==> src/rtl/tos_pkg.sv <==
// Shared types and constants for the touch orientation solver.
// No dependencies; imported by the interfaces and all solver modules.
`timescale 1ns / 1ps

package tos_pkg;

    localparam int RAW_W       = 10;
    localparam int GOAL_W      = 9;
    localparam int ORI_W       = 3;
    localparam int ERR_W       = 12;
    localparam int MOUNT_COUNT = 8;
    localparam int ERR_MAX     = 4095;

    localparam int CFG_IW = 1;
    localparam int CFG_DW = 1;
    localparam logic [CFG_IW-1:0] CFG_FLIP_X = 1'b0;
    localparam logic [CFG_IW-1:0] CFG_FLIP_Y = 1'b1;

    typedef struct packed {
        logic flip_x;
        logic flip_y;
    } t_flips;

    typedef struct packed {
        logic [RAW_W-1:0]  first_raw_x;
        logic [RAW_W-1:0]  first_raw_y;
        logic [GOAL_W-1:0] first_goal_x;
        logic [GOAL_W-1:0] first_goal_y;
        logic [RAW_W-1:0]  second_raw_x;
        logic [RAW_W-1:0]  second_raw_y;
        logic [GOAL_W-1:0] second_goal_x;
        logic [GOAL_W-1:0] second_goal_y;
    } t_taps;

endpackage

==> src/rtl/tos_sqrt_cell.sv <==
// One square-root cell: settles one root bit from two radicand bits
// (restoring digit recurrence) and hands the partial result on. Uses tos_pkg.
`timescale 1ns / 1ps

module tos_sqrt_cell import tos_pkg::*; #(
    parameter int RW = 13
) (
    input  logic                i_clk,
    input  logic                i_rst_n,
    input  logic                i_vld,
    output logic                o_rdy,
    input  logic [2*RW-1:0]     i_rad,
    input  logic [RW+1:0]       i_rem,
    input  logic [RW-1:0]       i_root,
    input  logic [ORI_W-1:0]    i_best,
    output logic                o_vld,
    input  logic                i_rdy,
    output logic [2*RW-1:0]     o_rad,
    output logic [RW+1:0]       o_rem,
    output logic [RW-1:0]       o_root,
    output logic [ORI_W-1:0]    o_best
);

    localparam int SW = 2 * RW;

    logic [RW+3:0]      w_tmp, w_trial, w_diff;
    logic               w_ge, w_rdy;
    logic               r_vld;
    logic [SW-1:0]      r_rad;
    logic [RW+1:0]      r_rem;
    logic [RW-1:0]      r_root;
    logic [ORI_W-1:0]   r_best;

    assign w_tmp   = {i_rem, i_rad[SW-1:SW-2]};
    assign w_trial = {2'b00, i_root, 2'b01};
    assign w_ge    = (w_tmp >= w_trial);
    assign w_diff  = w_tmp - w_trial;
    assign w_rdy   = !r_vld || i_rdy;
    assign o_rdy   = w_rdy;

    always_ff @(posedge i_clk) begin
        if (!i_rst_n) begin
            r_vld <= 1'b0;
        end else if (w_rdy) begin
            r_vld <= i_vld;
        end
    end

    always_ff @(posedge i_clk) begin
        if (w_rdy && i_vld) begin
            r_rad  <= {i_rad[SW-3:0], 2'b00};
            r_rem  <= w_ge ? w_diff[RW+1:0] : w_tmp[RW+1:0];
            r_root <= {i_root[RW-2:0], w_ge};
            r_best <= i_best;
        end
    end

    assign o_vld  = r_vld;
    assign o_rad  = r_rad;
    assign o_rem  = r_rem;
    assign o_root = r_root;
    assign o_best = r_best;

endmodule

==> config.mk <==
export PLATFORM = sky130hd
export DESIGN_NAME = tos_sqrt_cell
export DESIGN_NICKNAME = d
export VERILOG_FILES = /design/src/rtl/tos_pkg.sv /design/src/rtl/tos_sqrt_cell.sv
export SDC_FILE = /design/constraint.sdc
export NUM_CORES = 1
export LEC_CHECK = 0
export ABC_AREA = 1
export BUFFER_PORTS_ARGS = -buffer_cell sky130_fd_sc_hd__clkbuf_2
export CORE_ASPECT_RATIO = 0.8
export CORE_MARGIN = 2
export CORE_UTILIZATION = 49
export DETAILED_ROUTE_END_ITERATION = 10
export GPL_TIMING_DRIVEN = 0
export PLACE_DENSITY = 0.93
export SYNTH_ARGS = -nofsm -noshare
export SYNTH_HDL_FRONTEND = slang
export SYNTH_SLANG_ARGS = --single-unit
==> constraint.sdc <==
create_clock -name i_clk -period 4.8 [get_ports i_clk]
set_input_delay 0.72 -clock i_clk [delete_from_list [all_inputs] [get_ports i_clk]]
set_output_delay 0.72 -clock i_clk [all_outputs]
set_load 0.005 [all_outputs]
* Word-level counts from Yosys, hierarchy flattened
Cells that the tools add are included.
Cells by class: add/sub/neg operators 1, order comparisons 1, muxes and demuxes 1, reductions and logical operators 3
Operators with widths (count):
- >= comparator 17 x 15 -> 1 bit | 1
- two-way mux 15 bit | 1
- subtractor 15 bit | 1
- logical AND 1 bit | 1
- logical NOT 1 bit | 1
- logical OR 1 bit | 1
Word-level totals: register bits after elaboration 56

* Longest topological paths before layout
depth in word-level cells 3, mapped depth 13, depth with buffers taken out 12

* Least setup slack after synthesis
No wires, ideal clock.
path kind input-to-reg, start point input i_vld, end point register r_best[0] (netlist: o_best[0]), enable pin, path slack 879 ps, stages on the path 2, buffers on the path 0, library setup time 486 ps, data required time 4314 ps, data arrival time 3436 ps, path through inv_1 a21oi_1
On the way: cells in the longest elaborated chain, start to end 1
RTL lines:
- start, declared | RTL line tos_sqrt_cell.sv:10 | input logic i_vld,
- logical AND 1 bit | RTL line tos_sqrt_cell.sv:50 | if (w_rdy && i_vld) begin
- end signal, assigned | RTL line tos_sqrt_cell.sv:54 | r_best <= i_best;
- end, declared | RTL line tos_sqrt_cell.sv:32 | logic [ORI_W-1:0] r_best;
Every way passes these cells. A chain may end at the register's enable or synchronous reset.

* Worst setup path in the final report
start point input i_root[7], end point register r_rem[8] (netlist: o_rem[8]), data pin
On the way: cells in the longest elaborated chain, start to end 2
RTL lines:
- start, declared | RTL line tos_sqrt_cell.sv:14 | input logic [RW-1:0] i_root,
- >= comparator 17 x 15 -> 1 bit | RTL line tos_sqrt_cell.sv:36 | assign w_ge = (w_tmp >= w_trial);
- two-way mux 15 bit | RTL line tos_sqrt_cell.sv:52 | r_rem <= w_ge ? w_diff[RW+1:0] : w_tmp[RW+1:0];
- end signal, assigned | RTL line tos_sqrt_cell.sv:52
- end, declared | RTL line tos_sqrt_cell.sv:30 | logic [RW+1:0] r_rem;
Every way passes these cells.

==> flow_results.xml <==
<?xml version="1.0" encoding="UTF-8"?>
<metrics>
  <group name="outcome">
    <metric name="status" unit="">complete, no violations</metric>
  </group>
  <group name="timing">
    <metric name="hold_ws" unit="ps">574.5</metric>
    <metric name="finalHoldViolCount" unit="">0</metric>
    <metric name="timing.max_slew.rel_slack" unit="%">44.17</metric>
    <metric name="final_max_slew_viol_count" unit="">0</metric>
    <metric name="maxClockFrequency" unit="MHz">462.9</metric>
    <metric name="final_clock_period_utilization_by_the_worst_path" unit="%">45.01</metric>
    <metric name="period_minus_slack" unit="ps">2160</metric>
    <metric name="setup_repair_after_global_routing_missed_its_margin" unit="">false</metric>
    <metric name="worst_clock_skew" unit="ps">4.620</metric>
    <metric name="max_slew.worst_pin.slew" unit="ps">835.5</metric>
    <metric name="finalSetupViolations" unit="">0</metric>
    <metric name="final.setup.worst_slack" unit="ps">2640</metric>
  </group>
  <group name="place">
    <metric name="post-place-ws" unit="ps">2320</metric>
    <metric name="dp.final_hpwl" unit="mm">5.453</metric>
    <metric name="io_buffer_count" unit="">117</metric>
    <metric name="gp_congestion" unit="">0.8958</metric>
    <metric name="postPlaceCellArea" unit="mm2">0.003712</metric>
  </group>
  <group name="route">
    <metric name="wl_per_cell" unit="um">13.27</metric>
    <metric name="detail_route.drc_violations" unit="">0</metric>
    <metric name="number_of_search_and_repair_iterations_in_the_first_detailed_routing_pass" unit="">4</metric>
    <metric name="routed_wl" unit="mm">6.927</metric>
    <metric name="drt.antenna.violating_nets" unit="">0</metric>
    <metric name="route.detailed.vias_per_inst" unit="">4.764</metric>
    <metric name="dr_total_vias" unit="">2487</metric>
    <metric name="drt_first_iter_violations" unit="">96</metric>
  </group>
  <group name="setup_path">
    <metric name="path_cells" unit="">clkbuf_2, inv_1, ha_1, nand2_1, nor2_1, and2_1, nand2_4, buf_2, nand3_1, nand2_1</metric>
    <metric name="critical_path_launch_point" unit="">i_root[7]</metric>
    <metric name="crit_path_max_incr_delay" unit="ps">390</metric>
    <metric name="crit_path_end_kind" unit="">flip-flop</metric>
    <metric name="worst_path_max_delay_cell" unit="">sky130_fd_sc_hd__ha_1</metric>
    <metric name="crit_arrival" unit="ps">2240</metric>
    <metric name="crit_fanout" unit="">10</metric>
    <metric name="critical_path.most_common_cell" unit="">sky130_fd_sc_hd__nand2_1</metric>
    <metric name="timing_worst_setup_path_type" unit="">in -&gt; reg</metric>
    <metric name="startpoint_type" unit="">input port</metric>
    <metric name="rrSetupSlack" unit="ps">3150</metric>
    <metric name="regToRegStartpoint" unit="">o_vld</metric>
    <metric name="required_arrival_time_at_the_worst_endpoint" unit="ps">4880</metric>
  </group>
  <group name="floorplanning">
    <metric name="io_count" unit="">120</metric>
    <metric name="dieArea" unit="mm2">0.006748</metric>
    <metric name="initial_core_util" unit="%">50.58</metric>
    <metric name="die_height" unit="um">73.88</metric>
    <metric name="coreArea" unit="mm2">0.005912</metric>
    <metric name="placement_rows" unit="">25</metric>
    <metric name="die_width" unit="um">91.34</metric>
  </group>
  <group name="global_routing">
    <metric name="grt_pass1_wl" unit="mm">10.53</metric>
    <metric name="antenna_found_initial" unit="">0</metric>
    <metric name="gr-usage-all-layers" unit="%">20.54</metric>
    <metric name="grt_start_max_net_pins" unit="">32</metric>
    <metric name="globalRouteOverflowTotal" unit="">0</metric>
    <metric name="grt_pass1_vias" unit="">2221</metric>
  </group>
  <group name="final_layout">
    <metric name="final_nets" unit="">516</metric>
    <metric name="final_design_area_no_fill" unit="mm2">0.003799</metric>
    <metric name="layout-area-overhead-vs-synth" unit="%">27.03</metric>
    <metric name="ratio_of_cells_with_drive_above_1_in_the_final_layout" unit="%">33.79</metric>
    <metric name="n_antenna_cell" unit="">0</metric>
  </group>
  <group name="pwr">
    <metric name="p_int" unit="mW">0.7839</metric>
    <metric name="leakage" unit="nW">2.001</metric>
    <metric name="power_frac_clock" unit="%">24.4</metric>
    <metric name="power.switching_fraction" unit="%">28.17</metric>
    <metric name="worst_ir_drop_vdd" unit="V">0.0001446</metric>
    <metric name="p_comb_share" unit="%">21.3</metric>
    <metric name="pwr-share-seq" unit="%">54.3</metric>
    <metric name="cellPowerDensity" unit="mW/mm2">287.3</metric>
    <metric name="total_switching_power" unit="mW">0.3074</metric>
    <metric name="p_total" unit="mW">1.091</metric>
  </group>
  <group name="cts">
    <metric name="clock_insertion_delay_worst_skew" unit="ps">310</metric>
    <metric name="cts.repair.resized" unit="">0</metric>
    <metric name="clkSinkCount" unit="">56</metric>
    <metric name="clk_path_buf_depth" unit="">2</metric>
    <metric name="clock_tree.htree_level_count" unit="">2</metric>
    <metric name="clk_pin_slew_worst_paths" unit="ps">100</metric>
    <metric name="holdBufCountCts" unit="">0</metric>
    <metric name="cts_tree" unit="">yes</metric>
    <metric name="postCtsSetupBuffers" unit="">0</metric>
    <metric name="root_buffer" unit="">sky130_fd_sc_hd__clkbuf_8</metric>
    <metric name="numCtsBuffers" unit="">5</metric>
  </group>
  <group name="synthesis">
    <metric name="netlist_instances" unit="">314</metric>
    <metric name="syn_area_per_cell" unit="um2">9.523</metric>
    <metric name="yosys.cell_types.count" unit="">27</metric>
    <metric name="yosysWarnings" unit="">0</metric>
    <metric name="post_synth_instance_area" unit="mm2">0.002990</metric>
    <metric name="synth.ff_latch_count" unit="">56</metric>
    <metric name="ys_seq_area_share" unit="%">55.90</metric>
  </group>
  <group name="hold_path">
    <metric name="min_from" unit="">i_rad[21]</metric>
    <metric name="min-delay-path-class" unit="">in -&gt; reg</metric>
  </group>
  <group name="run">
    <metric name="max_cap_viol" unit="">0</metric>
  </group>
</metrics>
==> per-layer routing <==
layer	up-vias	wire length, um	track usage [%]
met2	100	3313	36.46
met5	-	0	0
met4	0	48	3.535
li1	1265	-	-
met1	1118	3056	26.24
met3	4	509	5.026
==> registers in the layout, indices dropped and copies added, names as in the netlist <==
name / cells
o_rad: 24
o_rem: 15
o_root: 13
o_best: 3
o_vld: 1
==> power groups by stage <==
stage	Combinational [mW]	Sequential (mW)	Clock, mW
6_report	0.232	0.592	0.267
5_1_grt	0.261	0.595	0.291
4_1_cts	0.233	0.593	0.269
3_5_place_dp	0.232	0.604	0
3_3_place_gp	0.223	0.606	0
2_1_floorplan	0.130	0.611	0
==> cells by family (layout without fill, tap and decap cells) <==
group	Yosys count	after routing	share of synthesized area, %
other	1	2	0.1254
AND/OR/NAND/NOR	166	166	26.15
XOR/XNOR	4	4	1.171
flip-flops	56	56	55.90
adder cells (fa/ha/maj)	15	15	6.276
buffers and inverters	63	189	8.619
AO/OA/AOI/OAI	9	9	1.757
==> metrics by stage <==
step	cells	utilization, %	setup TNS [ps]
after global placement	513	62.26	-5656
after CTS	522	64.25	0
after detailed placement	514	62.79	0
final	522	64.25	0
after global routing	522	64.25	0
after floorplan	315	-	0
==> critical path: cells and delay by family <==
kind                       cells  cell delay, ps
and+or+nand+nor                6             780
buffers and inverters          3             340
adders and majority gates      1             390
==> cell usage after synthesis (all sizes together) <==
cell type | instances | share of area [%]
nand2 | 104 | 14
inv | 58 | 7.3
edfxtp | 55 | 55
nand3 | 34 | 6.5
nor2 | 16 | 2.7
ha | 15 | 6.3
a21oi | 5 | 0.84
buf | 5 | 1.3
nand4 | 4 | 0.84
xor2 | 4 | 1.2
nor3 | 3 | 0.88
and2 | 2 | 0.42
nand3b | 2 | 0.50
o21bai | 2 | 0.50
a21boi | 1 | 0.25
conb | 1 | 0.13
dfxtp | 1 | 0.67
nor3b | 1 | 0.25
o21ai | 1 | 0.17
==> cells in the final DEF, fill, tap and decap left out, types with 2 or more instances in the layout <==
cell and count:
sky130_fd_sc_hd__nor3_1 2, sky130_fd_sc_hd__and2_1 2, sky130_fd_sc_hd__a21oi_1 4, sky130_fd_sc_hd__nor2_4 2, sky130_fd_sc_hd__xor2_1 4, sky130_fd_sc_hd__nand3_1 29
sky130_fd_sc_hd__nand2_2 6, sky130_fd_sc_hd__nand2_1 96, sky130_fd_sc_hd__clkbuf_2 117, sky130_fd_sc_hd__ha_1 15, sky130_fd_sc_hd__nand4_1 4, sky130_fd_sc_hd__inv_1 58
sky130_fd_sc_hd__o21bai_1 2, sky130_fd_sc_hd__nand3b_1 2, sky130_fd_sc_hd__conb_1 2, sky130_fd_sc_hd__nor2_2 2, sky130_fd_sc_hd__edfxtp_1 55, sky130_fd_sc_hd__buf_4 2
sky130_fd_sc_hd__buf_2 2, sky130_fd_sc_hd__nand3_2 5, sky130_fd_sc_hd__nor2_1 12, sky130_fd_sc_hd__nand2_4 2, sky130_fd_sc_hd__clkbuf_8 5
==> area by class of cell <==
type,count,area [um2]
fill,507,2113
sequential,56,1672
multi-input combinational,196,1076
timing repair buffer,118,605.6
inverter,58,217.7
tap,81,101.3
clock buffer,6,72.57
buffer,5,40.04
clock inverter,2,13.76
==> worst paths after layout <==
check | cells past startpoint | to
worst min register to register | 2 | o_vld
worst max register to register | 2 | o_rad[18]
worst min-delay path | 1 | o_rad[23]
worst max-delay path | 10 | o_rem[8]
Power figures use the tool's default switching activity.
