$ cat config.mk
export PLATFORM = sky130hd
export DESIGN_NAME = tos_mount_cell
export DESIGN_NICKNAME = d
export VERILOG_FILES = /design/src/rtl/tos_pkg.sv /design/src/rtl/tos_mount_cell.sv
export SDC_FILE = /design/constraint.sdc
export NUM_CORES = 1
export LEC_CHECK = 0
export ABC_CLOCK_PERIOD_IN_PS = 9080
export BUFFER_PORTS_ARGS = -buffer_cell sky130_fd_sc_hd__buf_2
export CAP_MARGIN = 15
export CORE_ASPECT_RATIO = 0.75
export CORE_MARGIN = 3
export CORE_UTILIZATION = 55
export CTS_CLUSTER_DIAMETER = 30
export DETAILED_ROUTE_END_ITERATION = 8
export PLACE_DENSITY_LB_ADDON = 0.2
export SYNTH_ARGS = -nofsm -noshare
export SYNTH_HDL_FRONTEND = slang
export SYNTH_SLANG_ARGS = --single-unit
$ cat constraint.sdc
create_clock -name i_clk -period 9.08 [get_ports i_clk]
set_input_delay 0.454 -clock i_clk [delete_from_list [all_inputs] [get_ports i_clk]]
set_output_delay 0.454 -clock i_clk [all_outputs]
set_load 0.03 [all_outputs]
$ cat src/rtl/tos_pkg.sv
// Shared types and constants for the touch orientation solver.
// No dependencies; imported by the interfaces and all solver modules.
`timescale 1ns / 1ps

package tos_pkg;

    localparam int RAW_W       = 10;
    localparam int GOAL_W      = 9;
    localparam int ORI_W       = 3;
    localparam int ERR_W       = 12;
    localparam int MOUNT_COUNT = 8;
    localparam int ERR_MAX     = 4095;

    localparam int CFG_IW = 1;
    localparam int CFG_DW = 1;
    localparam logic [CFG_IW-1:0] CFG_FLIP_X = 1'b0;
    localparam logic [CFG_IW-1:0] CFG_FLIP_Y = 1'b1;

    typedef struct packed {
        logic flip_x;
        logic flip_y;
    } t_flips;

    typedef struct packed {
        logic [RAW_W-1:0]  first_raw_x;
        logic [RAW_W-1:0]  first_raw_y;
        logic [GOAL_W-1:0] first_goal_x;
        logic [GOAL_W-1:0] first_goal_y;
        logic [RAW_W-1:0]  second_raw_x;
        logic [RAW_W-1:0]  second_raw_y;
        logic [GOAL_W-1:0] second_goal_x;
        logic [GOAL_W-1:0] second_goal_y;
    } t_taps;

endpackage

$ cat src/rtl/tos_mount_cell.sv
// One mounting cell: maps both taps for mounting IDX, sums the squared
// misses and updates the running best. Two pipeline stages. Uses tos_pkg.
`timescale 1ns / 1ps

module tos_mount_cell import tos_pkg::*; #(
    parameter int PANEL_SIZE = 512,
    parameter int IDX        = 0
) (
    input  logic                           i_clk,
    input  logic                           i_rst_n,
    input  t_flips                         i_flips,
    input  logic                           i_vld,
    output logic                           o_rdy,
    input  t_taps                          i_taps,
    input  logic [ORI_W-1:0]               i_best,
    input  logic [2*(($clog2(PANEL_SIZE) > RAW_W) ? $clog2(PANEL_SIZE) : RAW_W)+3:0] i_total,
    output logic                           o_vld,
    input  logic                           i_rdy,
    output t_taps                          o_taps,
    output logic [ORI_W-1:0]               o_best,
    output logic [2*(($clog2(PANEL_SIZE) > RAW_W) ? $clog2(PANEL_SIZE) : RAW_W)+3:0] o_total
);

    localparam int K   = ($clog2(PANEL_SIZE) > RAW_W) ? $clog2(PANEL_SIZE) : RAW_W;
    localparam int CW  = K + 2;
    localparam int SQW = 2 * K + 2;
    localparam int TW  = 2 * K + 4;
    localparam logic signed [CW-1:0] M      = CW'(PANEL_SIZE - 1);
    localparam logic [ORI_W-1:0]     MY_IDX = ORI_W'(IDX);

    function automatic logic [2*CW-1:0] map_pt(
        input logic [RAW_W-1:0] rx,
        input logic [RAW_W-1:0] ry,
        input t_flips           f
    );
        logic signed [CW-1:0] x;
        logic signed [CW-1:0] y;
        logic signed [CW-1:0] sx;
        logic signed [CW-1:0] sy;
        x = $signed({{(CW-RAW_W){1'b0}}, rx});
        y = $signed({{(CW-RAW_W){1'b0}}, ry});
        unique case (MY_IDX)
            3'd0: begin sx = x;     sy = y;     end
            3'd1: begin sx = y;     sy = M - x; end
            3'd2: begin sx = M - x; sy = M - y; end
            3'd3: begin sx = M - y; sy = x;     end
            3'd4: begin sx = y;     sy = x;     end
            3'd5: begin sx = M - x; sy = y;     end
            3'd6: begin sx = M - y; sy = M - x; end
            default: begin sx = x;  sy = M - y; end
        endcase
        if (f.flip_x) sx = M - sx;
        if (f.flip_y) sy = M - sy;
        return {sx, sy};
    endfunction

    logic signed [CW-1:0]   w_sx_a, w_sy_a, w_sx_b, w_sy_b;
    logic signed [CW-1:0]   w_dx_a, w_dy_a, w_dx_b, w_dy_b;
    logic signed [2*CW-1:0] w_p [4];
    logic [TW-1:0]          w_sum;
    logic                   w_take;
    logic                   w_rdy1, w_rdy2;

    logic                   r1_vld;
    t_taps                  r1_taps;
    logic [ORI_W-1:0]       r1_best;
    logic [TW-1:0]          r1_total;
    logic [SQW-1:0]         r1_sq [4];
    logic                   r2_vld;
    t_taps                  r2_taps;
    logic [ORI_W-1:0]       r2_best;
    logic [TW-1:0]          r2_total;

    always_comb begin
        {w_sx_a, w_sy_a} = map_pt(i_taps.first_raw_x, i_taps.first_raw_y, i_flips);
        {w_sx_b, w_sy_b} = map_pt(i_taps.second_raw_x, i_taps.second_raw_y, i_flips);
        w_dx_a = w_sx_a - $signed({{(CW-GOAL_W){1'b0}}, i_taps.first_goal_x});
        w_dy_a = w_sy_a - $signed({{(CW-GOAL_W){1'b0}}, i_taps.first_goal_y});
        w_dx_b = w_sx_b - $signed({{(CW-GOAL_W){1'b0}}, i_taps.second_goal_x});
        w_dy_b = w_sy_b - $signed({{(CW-GOAL_W){1'b0}}, i_taps.second_goal_y});
        w_p[0] = w_dx_a * w_dx_a;
        w_p[1] = w_dy_a * w_dy_a;
        w_p[2] = w_dx_b * w_dx_b;
        w_p[3] = w_dy_b * w_dy_b;
    end

    assign w_sum  = TW'(r1_sq[0]) + TW'(r1_sq[1]) + TW'(r1_sq[2]) + TW'(r1_sq[3]);
    assign w_take = (IDX == 0) || (w_sum < r1_total);

    assign w_rdy2 = !r2_vld || i_rdy;
    assign w_rdy1 = !r1_vld || w_rdy2;
    assign o_rdy  = w_rdy1;

    always_ff @(posedge i_clk) begin
        if (!i_rst_n) begin
            r1_vld <= 1'b0;
            r2_vld <= 1'b0;
        end else begin
            if (w_rdy1) r1_vld <= i_vld;
            if (w_rdy2) r2_vld <= r1_vld;
        end
    end

    always_ff @(posedge i_clk) begin
        if (w_rdy1 && i_vld) begin
            r1_taps  <= i_taps;
            r1_best  <= i_best;
            r1_total <= i_total;
            for (int j = 0; j < 4; j++) r1_sq[j] <= w_p[j][SQW-1:0];
        end
        if (w_rdy2 && r1_vld) begin
            r2_taps  <= r1_taps;
            r2_best  <= w_take ? MY_IDX : r1_best;
            r2_total <= w_take ? w_sum : r1_total;
        end
    end

    assign o_vld   = r2_vld;
    assign o_taps  = r2_taps;
    assign o_best  = r2_best;
    assign o_total = r2_total;

endmodule

# Word-level counts from Yosys, hierarchy flattened
# Memory sizes are Yosys's and may differ from the RTL's.
# Cells that the tools add are included.
# W data, S select, Z words.
[totals]
register_bits = 178
latchBits = 0
ramBits = 88
romBits = 0
out_inout_bits = 105
memories = 1
[classes]
addsub = 11
n_mul = 4
n_div = 0
magnitude_cmp = 0
eq_ne = 0
shift = 0
n_mux = 6
bitwise_logic = 0
reduce_logical = 6
[mem_list]
columns = ["memory", "depth", "width", "read_ports", "rd_ports_with_merged_regs", "wr", "line_no", "text"]
rows = [
  ["r1_sq", 4, 22, 4, 0, 4, "tos_mount_cell.sv:68", "logic [SQW-1:0] r1_sq [4];"],
]
[op_table]
columns = ["op", "count"]
rows = [
  ["$mul A12 B12 Y22", 4],
  ["$mux W12", 4],
  ["$sub A12 B10 Y12", 4],
  ["$sub A9 B10 Y11 const A", 4],
  ["$add A23 B22 Y24", 1],
  ["$add A24 B22 Y24", 1],
  ["$add A22 B22 Y23", 1],
  ["$logic_and A1 B1 Y1", 2],
  ["$logic_not A1 Y1", 2],
  ["$logic_or A1 B1 Y1", 2],
  ["$mux W1", 2],
]

# Longest topological paths before layout
# Gate-level depths: netlist of the first run.
[depth]
word_depth = 6
depth_mapped = 34
ltp_nobuf = 32

# Least setup slack after synthesis of the first run
# Ideal clock, no wire load.
[synth_timing]
path_kind = "input -> register"
start = "in i_flips[0] (netlist bit)"
end = "mem r1_sq[3][21] (netlist bit) (data pin)"
setup_ns = 0.268
arrival_ns = 7.909
required_ns = 8.812
setup_slack_ns = 0.904
cell_stages = 32
n_path_buf = 2
cell_sequence = "buf_1 buf_1 xnor2_1 ha_1 fa_1 nor2b_1 o21ai_0 a21boi_0 o21ai_0 a21oi_1 a21oi_1 xor2_2 inv_2 nand2_1 fa_1 inv_1 ha_1 a21oi_1 fa_1 inv_1 fa_1 inv_1 fa_1 inv_1 ha_1 a21o_1 a21o_1 a21o_1 and2_4 a311o_2 a311oi_2 xnor3_1"
[synth_rtl]
columns = ["item", "line_no", "text"]
rows = [
  ["start, declared", "tos_mount_cell.sv:11", "input t_flips i_flips,"],
  ["end, declared", "tos_mount_cell.sv:68", ""],
]

==> qor.yml, run 1 <==
run_status:
  status: "completed"
synthesis:
  yosys.area_share.simple_pct: 7.69
  synth_area_leaders: "fa_1, edfxtp_1, ha_1, inv_1, xnor2_1"
  synth_cell_types: 77
  synthAdderAreaFrac_pct: 44.6
  syn_inst: 2705
  ys_ff_latch: 262
  synth_largest_area_cell: "fa_1"
  synth_top_family_by_area: "adder cells"
  ys_seq_area_share_pct: 26.5
  ys.flop_type: "edfxtp_1"
  netlist.area_leader.share_pct: 33.2
  async_flop_share_pct: 0
  synth.mux.area_fraction_pct: 0.173
  yosys_warnings: 0
  synth_compound_area_share_pct: 6.11
  avgSynthCellArea_um2: 10.9
  synth_edf_count: 260
  synthXorXnorAreaFrac_pct: 5.86
  syn_area_um2: 29600
die:
  io_pins: 214
  die_y_um: 207
  row_count: 72
  core_um2: 52300
  initial_core_util_pct: 56.5
  die_area_um2: 56600
  die_w_um: 274
sta:
  fin_skew_ns: 0.0268
  max_slew_margin_pct: 28.3
  rsz0062_at_grt: "no"
  drv_slew: 0
  tns_ns: 0
  clock.fmax_ghz: 0.127
  worst_pin_slew_ns: 1.08
  finalSetupViolCount: 0
  hold_viol: 0
  min_period_ns: 7.86
  fin_crit_sh_pct: 86.5
route:
  vias: 19000
  dr.pass1.iters: 5
  final_antenna_net_count: 0
  first_iter_violations: 1041
  wl_mm: 61.3
  drc: 0
  avgRoutedWirePerCell_um: 16.6
  vias_per_cell: 5.15
final_layout:
  area_delta_synth_final_pct: 12.7
  fin_nets: 3816
  layout_commonest_cell: "inv_1"
  multiInputGateArea_um2: 19100
  mostFrequentLayoutCells: "inv_1, fa_1, ha_1"
  diodes: 0
  nFillCells: 4203
  drive_above_1_share_pct: 11.9
  seq_area_um2: 7850
grt:
  overflow: 0
  grt_usage_pct: 23.2
  antenna_found_initial: 1
  grt_max_degree: 76
  grt_first_pass_wirelength_mm: 104
  grt_pass1_vias: 20800
worst_setup_path:
  crit_type: "input port to flop"
  critPathMaxFanout: 13
  worst_path_max_delay_cell: "fa_1"
  max_stage_delay_ns: 0.53
  cp_top_family: "adder cells"
  critPathCaptureType: "flop"
  worstSetupStartpointType: "input port"
  required_ns: 9.51
  cp.arrival_ns: 8.29
  crit_buf_inv: 7
cts:
  clk_latency_ns: 0.61
  post_cts_resized: 0
  cts_setup_buffers: 0
  clock-root-buffer: "clkbuf_16"
  cts-htree-levels: 2
  cts_buffer_depth: 3
  cts.sinks: 262
  cts.clk_slew.worst_paths_ns: 0.05
  cts_tree: "built"
  cts_inserted_buffers: 53
run:
  cap_violations: 0
placement:
  gp_congestion: 0.917
  dp_hpwl_mm: 50.2
  portBuffers: 183
hold_path:
  hold_class: "input port to flop"
metrics by stage:
| stage | setup slack, ns | hold slack, ns | utilization [%] | std cells | instance area, um2 |
|---|---|---|---|---|---|
| after CTS | 1.22 | 0.000963 | 63.7 | 3694 | 33300 |
| after detailed placement | 0.617 | 0.405 | 60.1 | 3592 | 31500 |
| final | 1.22 | 0.0320 | 63.7 | 3694 | 33300 |
| after floorplan | 0.904 | 0.400 | - | 2709 | 29600 |
| after global routing | 0.601 | 0.0123 | 63.7 | 3694 | 33300 |
| after global placement | 0.789 | 0.400 | 60.1 | 3592 | 31500 |
metal layers:
layer	global-route usage, %	share of wire (%)	up-vias	routed length [um]
li1	-	-	8924	-
met1	33.4	45	9491	27800
met2	36.8	45	520	27500
met3	4.99	7.9	79	4840
met4	4.95	1.9	2	1150
met5	0	0.021	-	13
timing repair:
action | CTS | global route
hold endpoints to repair | 4 | 0
hold buffers | 4 | 0
endpoints found under the setup margin | 0 | 0
synthesized netlist by cell type, types with 3 or more instances:
cell        n
a21boi_0    7
or2_2      14
clkbuf_1   23
and3_1      5
nand2_1   139
a41oi_1     3
a41o_1      3
buf_4       3
nor2_1    232
ha_1      269
a211oi_1    8
o22a_1      3
inv_1     651
o31a_1      8
xnor2_1   122
and2_1      3
nor3_1     15
nor4_1      7
xor2_1     65
a21o_1     24
a31oi_1     9
a21oi_1    77
inv_2       9
nand2b_1   48
buf_2       6
or3_1       3
clkinv_1    8
edfxtp_1  260
o21ai_0    56
a31o_2      3
o21bai_1    9
o21a_1     27
a211o_1     3
nor2b_1    26
nand3_1     7
mux2i_1     4
fa_1      490
sequential cells by signal (all words and copies together), names as in the netlist:
register  flops
r1_vld        1
o_total      24
o_taps       76
r1_taps      76
r1_sq        84
o_vld         1
cells by family (layout without fill, tap and decap cells):
kind of cell               count (synthesis)  after routing
buffers and inverters                    705            987
muxes                                      5              5
DFF                                      262            262
xor gates and xnor gates                 192            192
other                                      2              6
and+or+nand+nor                          513            513
adders and majority gates                759            759
AOI/OAI and AO/OA                        267            267
area by class of cell:
cell class | count | share of cell area [%]
clock buffer | 57 | 4.02
clock inverter | 41 | 1.45
inverter | 669 | 7.54
multi-input combinational | 1742 | 57.2
sequential | 262 | 23.5
tap | 703 | 2.64
timing repair buffer | 220 | 3.61
path summary, 6_finish.rpt:
check                             start                      to  slack [ns]  cells past startpoint
setup / recovery             i_flips[0]  r1_sq[3][19]$_DFFE_PP_        1.22                     31
hold / removal               i_taps[12]   r1_taps[12]$_DFFE_PP_        0.03                      1
setup reg to reg  r1_sq[0][2]$_DFFE_PP_   o_total[23]$_DFFE_PP_        4.87                     13
hold reg to reg   r1_taps[44]$_DFFE_PP_    o_taps[44]$_DFFE_PP_        0.41                      0
Power of run 1 is left out: the tool's default activity adds up to more than one toggle a clock period on the data nets, which glitch-free logic cannot reach.
==> run 2, diff against run 1 <==
Settings changed: CTS_BUF_LIST set to sky130_fd_sc_hd__clkbuf_2 sky130_fd_sc_hd__clkbuf_4 sky130_fd_sc_hd__clkbuf_8, GPL_ROUTABILITY_DRIVEN set to 1.
==> qor.yml, run 2 (synthesis gave the netlist of run 1 again) <==
run_status:
  status: "completed"
die:
  core_um2: 52300  # unchanged
  initial_core_util_pct: 56.5  # unchanged
  die_area_um2: 56600  # unchanged
  io_pins: 214  # unchanged
  die_w_um: 274  # unchanged
  row_count: 72  # unchanged
  die_y_um: 207  # unchanged
worst_setup_path:
  crit_type: "input port to flop"
  rr_startpoint: "r1_sq[0][2]$_DFFE_PP_"
  worst_path_max_delay_cell: "dlygate4sd3_1"
  critPathMaxFanout: 7  # -6
  worstRegToRegCells: 13  # unchanged
  worstSetupStartpointType: "input port"
  required_ns: 9.45  # -0.06 ns
  ff2ff_setup_slack_ns: 4.84  # -0.03 ns
  max_stage_delay_ns: 0.54  # about the same
  cp.arrival_ns: 8.47  # +0.18 ns
  critPathCaptureType: "flop"
  r2r_end: "o_total[22]$_DFFE_PP_"
route:
  wl_mm: 61.8  # +0.87%
  avgRoutedWirePerCell_um: 16.4  # -0.90%
  drc: 0  # unchanged
  first_iter_violations: 1064  # +2.2%
  dr.pass1.iters: 6  # +1
  final_antenna_net_count: 0  # unchanged
  vias_per_cell: 5.14  # -0.13%
  vias: 19300  # +1.7%
sta:
  tns_ns: 0  # unchanged
  worst_pin_slew_ns: 1.06  # -0.0122 ns
  finalSetupViolCount: 0  # unchanged
  holdWs_ns: 0.0492  # +0.0172 ns
  min_period_ns: 8.09  # +0.236 ns
  fin_skew_ns: 0.0450  # +0.0182 ns
  drv_slew: 0  # unchanged
  hold_viol: 0  # unchanged
  fin_ws_ns: 0.988  # -0.236 ns
  rsz0062_at_grt: "no"
  clock.fmax_ghz: 0.124  # -2.9%
  fin_crit_sh_pct: 89.1  # +2.6 points
  max_slew_margin_pct: 29.1  # +0.81 points
cts:
  cts_inserted_buffers: 55  # +3.8%
  cts-htree-levels: 2  # unchanged
  cts.sinks: 262  # unchanged
  clk_latency_ns: 0.68  # +0.07 ns
  cts_buffer_depth: 3  # unchanged
  clock-root-buffer: "clkbuf_8"
  cts_tree: "built"
  cts.clk_slew.worst_paths_ns: 0.06  # about the same
  post_cts_resized: 0  # unchanged
hold_path:
  min-delay-start: "i_taps[66]"
  holdPathStages: 1  # unchanged
  hold_class: "input port to flop"
  holdPathEnd: "r1_taps[66]$_DFFE_PP_"
grt:
  antenna_found_initial: 2  # +1
  grt_usage_pct: 23.5  # +0.26 points
  grt_max_degree: 76  # unchanged
  grt_pass1_vias: 21100  # +1.5%
  grt_first_pass_wirelength_mm: 105  # +1.1%
  overflow: 0  # unchanged
final_layout:
  top_register: "r1_sq"
  mostFrequentLayoutCells: "inv_1, fa_1, ha_1"
  nFillCells: 4221  # +0.43%
  instances_no_fill: 3760  # +1.8%
  largest_reg_flops: 84  # unchanged
  area_delta_synth_final_pct: 13.1
  layout_commonest_cell: "inv_1"
  drive_above_1_share_pct: 11.8  # -0.16 points
  diodes: 0  # unchanged
  fin_nets: 3885  # +1.8%
run:
  cap_violations: 0  # unchanged
placement:
  portBuffers: 183  # unchanged
  gp_congestion: 0.917  # unchanged
  post-place-ws_ns: 0.617  # unchanged
  dp.cells: 3592  # unchanged
  dp_hpwl_mm: 50.2  # unchanged
## run 2: changes by cell type in the layout (fill, tap and decap cells not counted), moves of 3 or more
cell	change
inv_6	-12
clkbuf_8	+55
dlygate4sd3_1	+67
clkbuf_4	+8
clkbuf_1	-4
clkinv_4	+3
clkbuf_16	-53
## run 2: cell type report
cell class / instances / area (um2) / share of cell area [%]
repair buffers: 287 / 1870 / 5.61
clock inverters: 34 / 437 / 1.31
flip-flops and latches: 262 / 7850 / 23.5
clock buffers: 63 / 817 / 2.44
well taps: 703 / 880 / 2.63
multi-input cells: 1742 / 19100 / 57.0
inverters: 669 / 2510 / 7.51
## run 2: routing by layer
layer  part of all wire [%]  wire length [um]  track usage [%]  vias up
li1                       -                 -                -     9057
met1                     45             27900             33.7     9637
met2                     45             27900             37.3      549
met3                    8.0              4940             5.22       83
met4                    1.8              1090             4.93        4
met5                  0.044                27                0        -
## run 2: worst max-delay path by stage
stage | startpoint | to | slack, ns | cells past startpoint
after global routing | i_taps[67] | r1_sq[0][21]$_DFFE_PP_ | 0.54 | 30
after global placement | i_flips[0] | r1_sq[3][21]$_DFFE_PP_ | 0.79 | 31
final | i_taps[57] | r1_sq[1][20]$_DFFE_PP_ | 0.99 | 29
after detailed placement | i_flips[0] | r1_sq[3][21]$_DFFE_PP_ | 0.62 | 31
after floorplan | i_flips[0] | r1_sq[3][21]$_DFFE_PP_ | 0.90 | 32
after CTS | i_taps[57] | r1_sq[1][20]$_DFFE_PP_ | 1.10 | 29
## run 2: through the flow
stage               utilization (%)  area (um2)
floorplan                         -       29600
global placement               60.1       31500
detailed placement             60.1       31500
CTS                            63.9       33400
global route                   63.9       33400
finish                         63.9       33400
## run 2: critical path: cells and delay by family
| kind | cells | cell delay [ns] |
|---|---|---|
| fa+ha+maj | 7 | 2.98 |
| compound gates | 8 | 2.35 |
| buf+inv | 7 | 1.10 |
| simple gates | 5 | 1.20 |
| xor+xnor | 2 | 0.34 |
## run 2: what timing repair did
| item | in CTS | in global routing |
|---|---|---|
| hold buffers | 71 | 0 |
| hold endpoints to repair | 72 | 0 |
| setup buffers | 0 | 0 |
Power of run 2 is left out for the same reason.
==> run 3, diff against run 2 <==
Settings changed: CORE_UTILIZATION 55 to 35.
==> qor.yml, run 3 (synthesis gave the netlist of run 1 again) <==
worst_setup_path:
  critPathMaxFanout: 10  # +3
  crit_type: "input port to flop"
  worstRegToRegCells: 13  # unchanged
  required_ns: 9.46  # about the same
  worst_path_max_delay_cell: "dlygate4sd3_1"
  max_stage_delay_ns: 0.54  # about the same
  critPathCaptureType: "flop"
  cpMostUsedCell: "fa_1"
  worstSetupStartpointType: "input port"
  cp.arrival_ns: 8.67  # +0.20 ns
route:
  vias: 19100  # -1.2%
  drc: 0  # unchanged
  dr.pass1.iters: 5  # -1
  avgRoutedWirePerCell_um: 15.9  # -3.3%
  vias_per_cell: 4.55  # -11%
  first_iter_violations: 896  # -16%
  final_antenna_net_count: 0  # unchanged
  wl_mm: 66.7  # +7.9%
sta:
  min_period_ns: 8.30  # +0.203 ns
  finalSetupViolCount: 0  # unchanged
  clock.fmax_ghz: 0.121  # -2.4%
  worst_pin_slew_ns: 0.961  # -0.102 ns
  tns_ns: 0  # unchanged
  drv_slew: 0  # unchanged
  fin_skew_ns: 0.0429  # -0.00212 ns
  hold_viol: 0  # unchanged
  max_slew_margin_pct: 35.9  # +6.8 points
  fin_crit_sh_pct: 91.4  # +2.2 points
  rsz0062_at_grt: "no"
cts:
  cts-hold-fix-buffers: 73  # +2.8%
  clock-root-buffer: "clkbuf_8"
  cts_inserted_buffers: 66  # +20%
  clk_latency_ns: 0.67  # about the same
  post_cts_resized: 0  # unchanged
  cts_setup_buffers: 0  # unchanged
  cts.sinks: 262  # unchanged
  cts_buffer_depth: 3  # unchanged
  cts-htree-levels: 3  # +1
  cts.clk_slew.worst_paths_ns: 0.05  # about the same
  cts_tree: "built"
grt:
  overflow: 0  # unchanged
  grt_max_degree: 68  # -11%
  grt_pass1_vias: 20900  # -1.0%
  antenna_found_initial: 2  # unchanged
  grt_usage_pct: 15.9  # -7.6 points
  grt_first_pass_wirelength_mm: 112  # +5.9%
run_status:
  status: "completed"
final_layout:
  area_delta_synth_final_pct: 15.7
  largest_reg_flops: 84  # unchanged
  top_register: "r1_sq"
  nFillCells: 8036  # +90%
  seq_area_um2: 7850  # unchanged
  fin_nets: 3902  # +0.44%
  drive_above_1_share_pct: 12.3  # +0.49 points
  diodes: 0  # unchanged
  mostFrequentLayoutCells: "inv_1, fa_1, ha_1"
  multiInputGateArea_um2: 19100  # unchanged
  layout_commonest_cell: "inv_1"
placement:
  dp_hpwl_mm: 55.0  # +9.6%
  portBuffers: 183  # unchanged
  gp_congestion: 0.854  # -6.8%
die:
  die_y_um: 258  # +25%
  row_count: 91  # +26%
  die_area_um2: 88100  # +56%
  core_um2: 83000  # +59%
  initial_core_util_pct: 35.6  # -21 points
  io_pins: 214  # unchanged
  die_w_um: 342  # +25%
hold_path:
  hold_class: "input port to flop"
  holdPathStages: 3  # +2
run:
  cap_violations: 0  # unchanged
## run 3: cell types whose count changed in the layout (fill, tap and decap cells not counted), moves of 3 or more
cell        delta
clkbuf_8      +11
clkinv_2       +8
clkinv_4       -7
buf_4          +4
clkinv_1       +4
bufinv_16      +3
clkinvlp_4     +3
inv_6          -3
## run 3: final timing paths
kind,to,slack [ns],start
worst max-delay path,r1_sq[0][21]$_DFFE_PP_,0.78,i_taps[66]
worst min-delay path,r1_vld$_SDFFE_PN0N_,0.08,i_vld
worst max register to register,o_total[22]$_DFFE_PP_,4.63,r1_sq[0][2]$_DFFE_PP_
worst min register to register,o_taps[26]$_DFFE_PP_,0.41,r1_taps[26]$_DFFE_PP_
## run 3: final cells by class
| class | count | share of cell area, % |
|---|---|---|
| well taps | 1116 | 4.08 |
| clock inverters | 42 | 1.48 |
| inverters | 669 | 7.34 |
| repair buffers | 293 | 5.62 |
| flip-flops and latches | 262 | 22.9 |
| clock buffers | 73 | 2.81 |
| multi-input cells | 1742 | 55.7 |
## run 3: per-stage QoR
step | cells | setup WS [ns] | hold slack (ns) | cell area (um2) | utilization [%]
global placement | 4009 | 0.640 | 0.401 | 32000 | 38.6
floorplan | 2709 | 0.904 | 0.400 | 29600 | -
detailed placement | 4009 | 0.588 | 0.405 | 32000 | 38.6
finish | 4197 | 0.785 | 0.0806 | 34200 | 41.2
CTS | 4197 | 0.858 | 0.00685 | 34200 | 41.2
global route | 4197 | 0.361 | 0.0247 | 34200 | 41.2
## run 3: worst max-delay path: cells and delay by family
family | cells | cell delay (ns)
buffers and inverters | 7 | 1.13
adder cells (fa/ha/maj) | 8 | 3.51
XOR/XNOR | 3 | 1.02
AO/OA/AOI/OAI | 12 | 2.13
AND/OR/NAND/NOR | 2 | 0.42
## run 3: layer usage
layer / wire length [um] / up-vias / part of all wire, % / global-route usage, %
li1: - / 9089 / - / -
met1: 33600 / 9517 / 50 / 24.0
met2: 27900 / 411 / 42 / 23.1
met3: 3930 / 82 / 5.9 / 3.52
met4: 1370 / 0 / 2.1 / 3.75
met5: 0 / - / 0 / 0
Power of run 3 is left out for the same reason.
